[config.mk]
export PLATFORM = sky130hd
export DESIGN_NAME = vt_matrix
export DESIGN_NICKNAME = d
export VERILOG_FILES = /design/src/hdl/vt_pkg.sv /design/src/hdl/vt_matrix.sv
export SDC_FILE = /design/constraint.sdc
export NUM_CORES = 1
export LEC_CHECK = 0
export BUFFER_PORTS_ARGS = -buffer_cell sky130_fd_sc_hd__buf_2
export CORE_AREA = 2 2 215 217
export DETAILED_ROUTE_END_ITERATION = 6
export DIE_AREA = 0 0 217 219
export PLACE_DENSITY = 0.72
export SYNTH_ARGS = -nofsm -noshare
export SYNTH_HDL_FRONTEND = slang
export SYNTH_SLANG_ARGS = --single-unit
export TNS_END_PERCENT = 20
[constraint.sdc]
create_clock -name clock -period 1.4 [get_ports clock]
set_clock_uncertainty 0.2 [all_clocks]
set_input_delay 0.28 -clock clock [delete_from_list [all_inputs] [get_ports clock]]
set_output_delay 0.28 -clock clock [all_outputs]
set_load 0.05 [all_outputs]
[src/hdl/vt_pkg.sv]
// ----------------------------------------------------------------------------
// vt_pkg
// Shared types and constants of the 4x4 vertex transform pipeline.
// ----------------------------------------------------------------------------
package vt_pkg;

   localparam int DATA_W = 32;
   localparam int VEC_N  = 4;
   localparam int ELEM_N = VEC_N * VEC_N;
   localparam int IDX_W  = 4;
   localparam int PROD_W = 2 * DATA_W;
   localparam int PAIR_W = PROD_W + 1;
   localparam int SUM_W  = PROD_W + 2;

   localparam logic FUNC_WRITE = 1'b0;
   localparam logic FUNC_XFORM = 1'b1;

   typedef logic signed [DATA_W-1:0] word_type;
   typedef logic signed [PROD_W-1:0] prod_type;
   typedef logic signed [PAIR_W-1:0] pair_type;
   typedef logic signed [SUM_W-1:0]  sum_type;
   typedef logic [IDX_W-1:0]         idx_type;

   localparam word_type WORD_MAX = 32'sh7FFF_FFFF;
   localparam word_type WORD_MIN = 32'sh8000_0000;

endpackage

[src/hdl/vt_matrix.sv]
// ----------------------------------------------------------------------------
// vt_matrix
// 16-entry column-major matrix store, reset to identity, one write per cycle.
// ----------------------------------------------------------------------------
module vt_matrix #(
   parameter int FRAC_BITS = 16
) (
   input  logic              clock,
   input  logic              reset,
   input  logic              wr_en,
   input  vt_pkg::idx_type   wr_index,
   input  vt_pkg::word_type  wr_value,
   output vt_pkg::word_type  mat [vt_pkg::ELEM_N]
);
   import vt_pkg::*;

   word_type mat_ff [ELEM_N];
   word_type mat_in [ELEM_N];

   always_comb begin
      for (int i = 0; i < ELEM_N; i++) begin
         mat_in[i] = mat_ff[i];
      end
      if (wr_en) begin
         mat_in[wr_index] = wr_value;
      end
   end

   always_ff @(posedge clock) begin
      if (reset) begin
         for (int i = 0; i < ELEM_N; i++) begin
            // diagonal entries sit at c*4+c
            mat_ff[i] <= (i % (VEC_N + 1) == 0) ? word_type'(1) <<< FRAC_BITS : '0;
         end
      end else begin
         for (int i = 0; i < ELEM_N; i++) begin
            mat_ff[i] <= mat_in[i];
         end
      end
   end

   always_comb begin
      for (int i = 0; i < ELEM_N; i++) begin
         mat[i] = mat_ff[i];
      end
   end

endmodule

Word-level counts from Yosys, hierarchy flattened
Memory sizes are Yosys's and may differ from the RTL's.
Cells that the tools add are included.
{"block": "word_totals", "mem_bits_ro": 0, "n_memories": 1, "inputBits": 39, "mem_bits_rw": 512, "elab_cells": 44, "out_inout_bits": 512, "reg_bits": 0, "latch_bits": 0}
{"block": "op_classes", "n_mux": 23, "eq_ne": 0, "reduce_logical": 1, "addsub": 0, "n_shift": 0, "bitwise": 17, "n_mul": 0, "div": 0, "order_cmp": 2}
{"name": "mat_ff", "depth": 16, "width": 32, "read_ports": 16, "rd_ports_with_merged_regs": 0, "wr": 16, "line": "vt_matrix.sv:17", "source": "word_type mat_ff [ELEM_N];"}
{"cell": "2-to-1 mux 32 bit", "count": 17}
{"cell": "bitwise mux 512 bit", "count": 1}
{"cell": "2-to-1 mux 512 bit", "count": 1}
{"cell": "demux 32 bit (select 4 bit)", "count": 1}
{"cell": "OR 1 bit", "count": 16}
{"cell": ">= comparator 5 bit, second input constant", "count": 1}
{"cell": "< comparator 5 x 1 -> 1 bit, second input constant", "count": 1}
{"cell": "NOT 4 -> 5 bit", "count": 1}
{"cell": "2-to-1 mux 1 bit", "count": 3}
{"cell": "logical AND 1 bit", "count": 1}

Depth between registers and ports, before layout
{"block": "depth", "ltp_word": 8, "mapped_depth": 6, "ltp_nobuf": 3}

Worst setup path after synthesis
No wires, ideal clock.
{"block": "synth_timing", "path_kind": "input to register", "startpoint": "in wr_index[1]", "endpoint": "mem mat_ff[0][455] (netlist name)", "required_ns": 1.128, "stages": 6, "path_slack_ns": -0.101, "arrival_time_ns": 1.230, "setup_ns": 0.072, "path_buffers": 3, "path_cell_list": "buf_2 > nor2b_1 > buf_4 > nand2_4 > buf_4 > mux2i_1"}
{"item": "from (decl)", "line": "vt_matrix.sv:11", "source": "input vt_pkg::idx_type wr_index,"}
{"item": "to (decl)", "line": "vt_matrix.sv:17"}

==> summary.txt <==
status = finished with violations
failing checks = negative setup slack
mux cell area share after synthesis = 25.7%
row cnt = 78
Placer Congestion = 0.816
slowest cell on the critical path = dfxtp_2
Crit path max-delay family = flip-flops
post-synthesis simple-gate area fraction = 18.0%
fill count = 2545
die area = 47500 µm²
post-DP HPWL = 43100 µm
DRT iter0 DRCs = 1127
DRT Wirelength = 76700 µm
I/O Buffers = 550
DRT antenna net count = 0
Commonest cells post-synth = 540 x nand2b_1, 512 x dfxtp_1, 512 x mux2i_1
XOR/XNOR Fraction of Synth Area = 0%
Biggest register = mat_ff
TritonCTS Sinks = 512
Syn Area/Cell = 11.2 µm²
Synth Instances = 1772
Synth area leaders = dfxtp_1 51%, mux2i_1 26%, nand2b_1 17%, clkbuf_1 1.6%, buf_4 1.4%
clock latency at the later pin of the worst-skew pair = 580 ps
post-synthesis cell type count = 21
Crit Path Max Fanout = 2
RSZ-0062 raised after global routing = true
GRT overflow = 0
num ports = 551
nets = 2465
ys async rst share = 0%
clock root cell = clkbuf_16
H-tree depth = 2
max cap viols = 0
Hold Slack = 50.8 ps
leakage = 16.1 nW
DR vias/cell = 5.26
top flop regs = mat_ff: 512 flops
DR WL/cell = 25.0 µm
Initial Utilization = 44.1%
Core Footprint = 45100 µm²
Post-Synth Adder-Cell Area = 0%
Ys Warns = 0
total number of vias = 16119
minimum clock period = 1600 ps
share of synthesized area occupied by flip-flops and latches = 51.5%
initial antenna violation count = 5
maximum vdd drop = 1.03 mV
fin util = 72.2%
worst rel slew slack = 72.9%
CP Capture Type = output pin
Fin. Hold Viols = 0
fin crit share = 114%
Top FF cell, synth = dfxtp_1
startpoint types = flip-flop
multi-input logic area = 8750 µm²
area grow syn2layout = 63.6%
Setup WS post-layout = -196 ps
layout cells sized above 1 = 55.0%
max reg flops = 512
final setup TNS = -80670 ps
first-pass GRT wire length = 102000 µm
top-count cell post-synth = nand2b_1
number of global-route vias before repair = 16499
Pwr Density = 1010 nW/µm²
die extent in x = 217 µm
clk buf depth = 3
count of state elements after synthesis = 512
Mapped Nets = 1811
Hold Path Class = input pin to flip-flop
share of the synthesized area in the top cell type = 51.5%
CTS clk-pin slew, worst paths = 70 ps
largest family of logic cells by synthesized area = multiplexers
number of synthesized flops with an enable pin = 0
total power = 33.0 mW
TritonCTS clock tree = done
register area = 10900 µm²
Pins Over Slew Limit = 0
Compound-Gate Fraction of Synth Area = 0%
type of the worst setup path = flip-flop to output pin
slew at the pin closest to its max-slew limit = 405 ps
Worst Path Required = 920 ps
chip height = 219 µm
drt drc = 0
Bufs and invs on worst path = 1
largest net degree at the start of global routing = 52
Worst path max stage delay = 380 ps
largest area contributor in the netlist = dfxtp_1
critical-path cell list = buf_8
final setup fails = 512
Max Freq = 626 MHz
Worst EP arrival = 1120 ps
DRT Pass-1 Iters = 5
gr usage total = 28.2%
number of buffers created by CTS = 51
mapped cell area = 19900 µm²
==> cells by family (layout without fill, tap and decap cells) <==
logic type | Yosys count | after routing
simple gates | 570 | 570
mux | 512 | 512
flops | 512 | 512
buf+inv | 178 | 868
other cells | 0 | 3
==> what timing repair did <==
action	in CTS	in global routing
resized for setup	1527	482
pin swaps	0	0
setup endpoints to repair	512	560
endpoints found under the hold margin	372	0
hold buffers	35	0
setup buffers	23	53
==> layout by cell type (no fill, tap or decap), drive strengths merged <==
cell / synthesis / layout
and2: 1 / 1
and3: 2 / 2
and3b: 2 / 2
buf: 91 / 744
bufinv: 0 / 8
clkbuf: 87 / 76
clkinv: 0 / 5
dfxtp: 512 / 512
diode: 0 / 3
dlygate4sd3: 0 / 34
dlymetal6s4s: 0 / 1
mux2i: 512 / 512
nand2: 12 / 12
nand2b: 540 / 540
nand3: 4 / 4
nor2: 6 / 6
nor2b: 2 / 2
nor3b: 1 / 1
==> metrics by stage <==
stage / cell area (µm²) / std cells / worst slack [ps]
6_report: 32600 / 3065 / -196
3_3_place_gp: 24200 / 2862 / -281
2_1_floorplan: 20100 / 1772 / -55.3
5_1_grt: 32600 / 3065 / -220
4_1_cts: 30700 / 3009 / -209
3_5_place_dp: 24200 / 2862 / -317
==> cell type report <==
cell class	instances	area share, %
clock buffer	76	4.71
antenna	3	0.0231
multi-input combinational	1082	26.9
sequential	512	33.6
tap	600	2.31
clock inverter	13	0.826
timing repair buffer	779	31.7
==> per-layer routing <==
layer | global-route usage, % | up-vias | share of wire, %
met2 | 48.0 | 770 | 50
met1 | 33.9 | 8041 | 38
met3 | 6.68 | 227 | 7.7
met5 | 0 | - | 0
met4 | 12.6 | 0 | 4.7
li1 | - | 7081 | -
==> power breakdown <==
part / internal (mW) / switching, mW / total [mW] / leakage, nW
sequential: 14.8 / 0.193 / 14.9 / 4.39
combinational: 1.40 / 1.78 / 3.19 / 10.8
clock: 9.00 / 5.90 / 14.9 / 0.885
total: 25.2 / 7.88 / 33.0 / 16.1
==> worst paths after layout <==
kind                          startpoint                     endpoint  slack (ps)  cells past startpoint
max          mat_ff[0][294]$_SDFFE_PP0P_                     mat[198]        -200                      1
min                         wr_value[18]  mat_ff[0][178]$_SDFFE_PP0P_          50                      4
max reg2reg  mat_ff[0][491]$_SDFFE_PP0P_  mat_ff[0][491]$_SDFFE_PP0P_         260                      3
min reg2reg  mat_ff[0][469]$_SDFFE_PP0P_  mat_ff[0][469]$_SDFFE_PP0P_         280                      2
No activity file was read; power rests on OpenSTA's default activity.
