$ cat config.mk
export PLATFORM = sky130hd
export DESIGN_NAME = vt_reduce
export DESIGN_NICKNAME = d
export VERILOG_FILES = /design/src/hdl/vt_pkg.sv /design/src/hdl/vt_reduce.sv
export SDC_FILE = /design/constraint.sdc
export NUM_CORES = 2
export LEC_CHECK = 0
export BUFFER_PORTS_ARGS = -buffer_cell sky130_fd_sc_hd__clkbuf_2
export CAP_MARGIN = 20
export CORE_AREA = 2 2 450 452
export CTS_BUF_LIST = sky130_fd_sc_hd__clkbuf_8
export CTS_CLUSTER_DIAMETER = 200
export DETAILED_ROUTE_END_ITERATION = 12
export DIE_AREA = 0 0 452 454
export PLACE_DENSITY = 0.59
export SLEW_MARGIN = 15
export SYNTH_ARGS = -nofsm -noshare
export SYNTH_HDL_FRONTEND = slang
export SYNTH_SLANG_ARGS = --single-unit
$ cat constraint.sdc
create_clock -name clock -period 29.7 [get_ports clock]
set_input_delay 4.455 -clock clock [delete_from_list [all_inputs] [get_ports clock]]
set_output_delay 4.455 -clock clock [all_outputs]
set_load 0.005 [all_outputs]
$ cat src/hdl/vt_pkg.sv
// ----------------------------------------------------------------------------
// vt_pkg
// Shared types and constants of the 4x4 vertex transform pipeline.
// ----------------------------------------------------------------------------
package vt_pkg;

   localparam int DATA_W = 32;
   localparam int VEC_N  = 4;
   localparam int ELEM_N = VEC_N * VEC_N;
   localparam int IDX_W  = 4;
   localparam int PROD_W = 2 * DATA_W;
   localparam int PAIR_W = PROD_W + 1;
   localparam int SUM_W  = PROD_W + 2;

   localparam logic FUNC_WRITE = 1'b0;
   localparam logic FUNC_XFORM = 1'b1;

   typedef logic signed [DATA_W-1:0] word_type;
   typedef logic signed [PROD_W-1:0] prod_type;
   typedef logic signed [PAIR_W-1:0] pair_type;
   typedef logic signed [SUM_W-1:0]  sum_type;
   typedef logic [IDX_W-1:0]         idx_type;

   localparam word_type WORD_MAX = 32'sh7FFF_FFFF;
   localparam word_type WORD_MIN = 32'sh8000_0000;

endpackage

$ cat src/hdl/vt_reduce.sv
// ----------------------------------------------------------------------------
// vt_reduce
// Row sums in two adder stages, then floor shift, saturation and result reg.
// ----------------------------------------------------------------------------
module vt_reduce #(
   parameter int FRAC_BITS = 16
) (
   input  logic              clock,
   input  logic              reset,
   input  logic              in_valid,
   output logic              in_ready,
   input  vt_pkg::prod_type  prod [vt_pkg::ELEM_N],
   output logic              out_valid,
   input  logic              out_ready,
   output vt_pkg::word_type  res [vt_pkg::VEC_N],
   output logic              sat
);
   import vt_pkg::*;

   logic     vc_ff, vc_in, vd_ff, vd_in, ve_ff, ve_in;
   logic     ready_c, ready_d, ready_e;
   pair_type pair_ff [2*VEC_N];
   sum_type  sum_ff [VEC_N];
   word_type res_ff [VEC_N];
   word_type res_in [VEC_N];
   logic     sat_ff, sat_in;

   assign ready_e  = !ve_ff || out_ready;
   assign ready_d  = !vd_ff || ready_e;
   assign ready_c  = !vc_ff || ready_d;
   assign in_ready = ready_c;
   assign vc_in    = ready_c ? in_valid : vc_ff;
   assign vd_in    = ready_d ? vc_ff : vd_ff;
   assign ve_in    = ready_e ? vd_ff : ve_ff;

   always_ff @(posedge clock) begin
      if (reset) begin
         vc_ff <= 1'b0;
         vd_ff <= 1'b0;
         ve_ff <= 1'b0;
      end else begin
         vc_ff <= vc_in;
         vd_ff <= vd_in;
         ve_ff <= ve_in;
      end
   end

   // pair_ff[2r] = columns 0,1 of row r; pair_ff[2r+1] = columns 2,3
   always_ff @(posedge clock) begin
      if (ready_c && in_valid) begin
         for (int r = 0; r < VEC_N; r++) begin
            pair_ff[2*r]   <= pair_type'(prod[r]) + pair_type'(prod[VEC_N + r]);
            pair_ff[2*r+1] <= pair_type'(prod[2*VEC_N + r]) + pair_type'(prod[3*VEC_N + r]);
         end
      end
   end

   always_ff @(posedge clock) begin
      if (ready_d && vc_ff) begin
         for (int r = 0; r < VEC_N; r++) begin
            sum_ff[r] <= sum_type'(pair_ff[2*r]) + sum_type'(pair_ff[2*r+1]);
         end
      end
   end

   // Exact sum shifted right arithmetically = floor; clip to 32 bits.
   always_comb begin
      sum_type                 sh;
      logic [SUM_W-DATA_W:0]   top;
      sat_in = 1'b0;
      for (int r = 0; r < VEC_N; r++) begin
         sh  = sum_ff[r] >>> FRAC_BITS;
         top = sh[SUM_W-1:DATA_W-1];
         if (top != '0 && top != '1) begin
            sat_in    = 1'b1;
            res_in[r] = sh[SUM_W-1] ? WORD_MIN : WORD_MAX;
         end else begin
            res_in[r] = sh[DATA_W-1:0];
         end
      end
   end

   always_ff @(posedge clock) begin
      if (ready_e && vd_ff) begin
         for (int r = 0; r < VEC_N; r++) begin
            res_ff[r] <= res_in[r];
         end
         sat_ff <= sat_in;
      end
   end

   assign out_valid = ve_ff;
   assign sat       = sat_ff;

   always_comb begin
      for (int r = 0; r < VEC_N; r++) begin
         res[r] = res_ff[r];
      end
   end

endmodule

# Yosys cells after proc, flatten, opt, wreduce, memory -nomap -nowiden
# Memory sizes are Yosys's and may differ from the RTL's.
# Index checks and enable logic that the tools add are counted.
# op_classes
shifts	0
magnitude_cmp	0
reduce_logical	18
eq_ne	4
bitwise_logic	0
add_sub_neg	12
mux	15
n_div	0
mul	0
# op_table
op	count
64-bit by 64-bit adder with 65-bit output	8
65-bit by 65-bit adder with 66-bit output	4
32-bit two-way mux	8
35-bit inequality test (second input constant)	4
35-bit nonzero test	4
1-bit logical AND	7
1-bit two-way mux	7
1-bit logical NOT	3
1-bit logical OR	3
3-bit OR reduction	1
# word_totals
out_inout_bits	131
in_bits	1028
ramBits	912
n_memories	3
elab_cells	56
latch_bits	0
mem_bits_ro	0
reg_bits	4
# memory_table
name	depth	word_bits	rd	rd_ports_with_merged_regs	wr	line_no	text
pair_ff	8	65	8	0	8	vt_reduce.sv:22	pair_type pair_ff [2*VEC_N];
sum_ff	4	66	4	0	4	vt_reduce.sv:23	sum_type sum_ff [VEC_N];
res_ff	4	32	4	0	4	vt_reduce.sv:24	word_type res_ff [VEC_N];

# Longest topological paths before layout
# depth
depth_word	7
ltp_mapped	13
mapped_depth_nobuf	13

# Worst setup path after synthesis
# Ideal clock, no wire load.
# synth_path
path_kind	in2reg
startpoint	in out_ready
endpoint	mem pair_ff[0][0] in the netlist's numbering, enable pin
path_slack_ns	-2.246
n_path_buf	0
setup_ns	1.717
t_required_ns	27.983
stages	2
arrival_ns	30.229
path_cell_list	nor2b_1 > a31oi_1
# synth_lines
item	line_no	text
start, declared	vt_reduce.sv:14	input logic out_ready,
end, declared	vt_reduce.sv:22	

# Worst setup path in the final report
# layout_path
startpoint	in out_ready
endpoint	out in_ready
# layout_between
elab_chain_cells	3
# layout_rtl
item	line_no	text
1-bit logical OR	vt_reduce.sv:28	assign ready_e = !ve_ff || out_ready;
1-bit logical OR	vt_reduce.sv:29	assign ready_d = !vd_ff || ready_e;
1-bit logical OR	vt_reduce.sv:30	assign ready_c = !vc_ff || ready_d;
end, declared	vt_reduce.sv:11	output logic in_ready,
# No other way between the ends.

==> results_dict.tcl <==
set metrics [dict create \
    port_buffers 1158 \
    leakage_nw 34.7 \
    cts_hold_buf 0 \
    worst_setup_path_start_kind "primary input" \
    fmax_ghz 0.101 \
    worstMarginPinSlew_ns 1.00 \
    final_common_cell "clkbuf_2" \
    clkTransAtPathRegs_ns 0.07 \
    cts_tree "built" \
    fin_setup_tns_ns 0 \
    grt_pass1_vias 57966 \
    hold_violations 0 \
    root_buffer "clkbuf_8" \
    cp_slowest_cell "nor2b_1" \
    clkSinkCount 852 \
    critPathCaptureType "primary output" \
    cts_resized 0 \
    outcome "finished, final reports clean" \
    power_frac_seq_pct 37.2 \
    synth_area_um2 67100 \
    wire_per_inst_um 22.7 \
    clock_latency_ns 0.90 \
    drv_cap 0 \
    synthDistinctLibCells 102 \
    pin_count 1159 \
    post_dp_cell_area_um2 75500 \
    grt-ovfl-total 0 \
    netlist_instances 6863 \
    routed_via_density 5.46 \
    fp.dieH_um 454 \
    syn_to_final_growth_pct 17.4 \
    vdd_drop_max_mv 0.0414 \
    arrival_ns 5.49 \
    h-tree-depth 4 \
    antenna_found_initial 59 \
    yosys_warnings 0 \
    switching_share_pct 36.2 \
    rsz0062_at_grt "no" \
    ys_seq_area_share_pct 38.1 \
    firstDrtPassIters 5 \
    grtUsageTotal_pct 22.8 \
    wl_mm 245 \
    synth_edf_count 849 \
    fillCellCount 19943 \
    cts_buffers 166 \
    final_nets 9769 \
    pwr-share-comb_pct 38.2 \
    hp-class "flip-flop to flip-flop" \
    drt_iter0_drc 4087 \
    path_max_fanout 6 \
    cp.required_ns 25.24 \
    start_util_pct 33.4 \
    die_w_um 452 \
    intPower_mw 2.93 \
    grt_pass1_wl_mm 355 \
    fin_crit_ns 9.94 \
    core_area_um2 201000 \
    avgSynthCellArea_um2 9.77 \
    syn_nets 8667 \
    die_area_um2 205000 \
    slew_viol_final 0 \
    crit_path_frequent_cell "clkbuf_2" \
    finalClockSkew_ns 0.0445 \
    vias 58891 \
    stdcell_area_um2 78700 \
    synthArstFlopShare_pct 0 \
    yosys_register_bits 852 \
    setup-violations-final 0 \
    slew_headroom_pct 31.4 \
    antenna_left 0 \
    final_cell_mix "clkbuf_2 (1158), edfxtp_1 (849), a21oi_1 (786)" \
    rows 165 \
    critPathKind "primary input to primary output" \
    cts_setup_buffers 0 \
    power_frac_clock_pct 24.6 \
    power_density_nw_per_um2 58.3 \
    max_stage_delay_ns 0.57 \
    p_switching_mw 1.66 \
    grt_max_degree 144 \
    dpl.hpwl_mm 204 \
    drive_above_1_share_pct 18.6 \
    drcViolationCount 0 \
    finalCritPeriodShare_pct 33.5 \
    place_congestion 0.993 \
    clockBufferDepth 3 \
    synthFlopType "edfxtp_1" \
    path_cells "clkbuf_2 -> nor2b_1 -> nand3_1 -> clkbuf_2" \
]
## per-stage QoR
step                      setup slack [ns]  hold slack (ns)  power, mW  std cells  utilization (%)
after floorplan                       8.83            0.494       2.95       6863                -
after global placement               19.75            0.500       3.45      10469             37.6
after detailed placement             19.75            0.501       3.46      10469             37.6
after CTS                            19.74            0.475       4.62      10763             39.1
after global routing                 19.66            0.487       4.88      10792             39.2
final                                19.76            0.498       4.59      10795             39.2
## cells in the mapped netlist, types with 131 or more instances
| cell type | count | area share [%] |
|---|---|---|
| nand3_1 | 132 | 0.99 |
| a21oi_1 | 786 | 5.9 |
| nand2_1 | 468 | 2.6 |
| a21o_1 | 588 | 6.6 |
| ha_1 | 768 | 14 |
| edfxtp_1 | 849 | 38 |
| nand4_1 | 206 | 1.9 |
| xor2_1 | 267 | 3.5 |
| clkbuf_1 | 237 | 1.3 |
| o21bai_1 | 131 | 1.5 |
| xnor2_1 | 397 | 5.2 |
| o21ai_0 | 418 | 3.1 |
| inv_1 | 166 | 0.93 |
| nor2_1 | 341 | 1.9 |
## area by class of cell
type / count / area, µm² / area share (%)
antenna: 32 / 80.1 / 0.102
clock buffer: 169 / 2330 / 2.95
inverter: 166 / 623 / 0.792
clock inverter: 125 / 778 / 0.989
sequential: 852 / 25600 / 32.5
multi-input combinational: 5597 / 40000 / 50.8
timing repair buffer: 1182 / 5990 / 7.61
tap: 2672 / 3340 / 4.25
## final timing paths
path | to | start | depth (start not counted) | slack [ns]
hold reg to reg | res_ff[0][28] | sum_ff[0][44] | 1 | 0.50
hold / removal | res_ff[0][28] | sum_ff[0][44] | 1 | 0.50
setup / recovery | in_ready | out_ready | 4 | 19.76
setup reg to reg | sum_ff[1][58] | pair_ff[0][198] | 12 | 25.25
## state kept, by name, indices dropped and copies added (netlist names)
name / flops
vc_ff: 1
sat: 1
sum_ff: 200
res_ff: 128
out_valid: 1
pair_ff: 520
vd_ff: 1
## power groups by stage
stage	clock network, mW	logic, mW	registers, mW
3_3_place_gp	0	1.72	1.73
3_5_place_dp	0	1.73	1.73
5_1_grt	1.22	1.94	1.73
2_1_floorplan	0	1.23	1.72
6_report	1.13	1.75	1.71
4_1_cts	1.17	1.74	1.71
## cell families after synthesis
family	share of synthesized area, %
and+or+nand+nor	12.0
muxes	0.0914
DFF	38.1
adders and majority gates	14.6
buffers and inverters	2.33
AOI/OAI and AO/OA	24.2
xor gates and xnor gates	8.67
## layer usage
layer	up-vias	track usage [%]	part of all wire (%)
met1	28035	27.1	41
met4	2	12.0	5.3
met3	461	3.00	4.6
met5	-	0	0.0074
li1	28465	-	-
met2	1928	39.9	49
## critical path, delay by kind of cell
family,cells,cell delay [ns]
buf+inv,2,0.24
simple gates,2,0.79
Power figures use the tool's default switching activity.
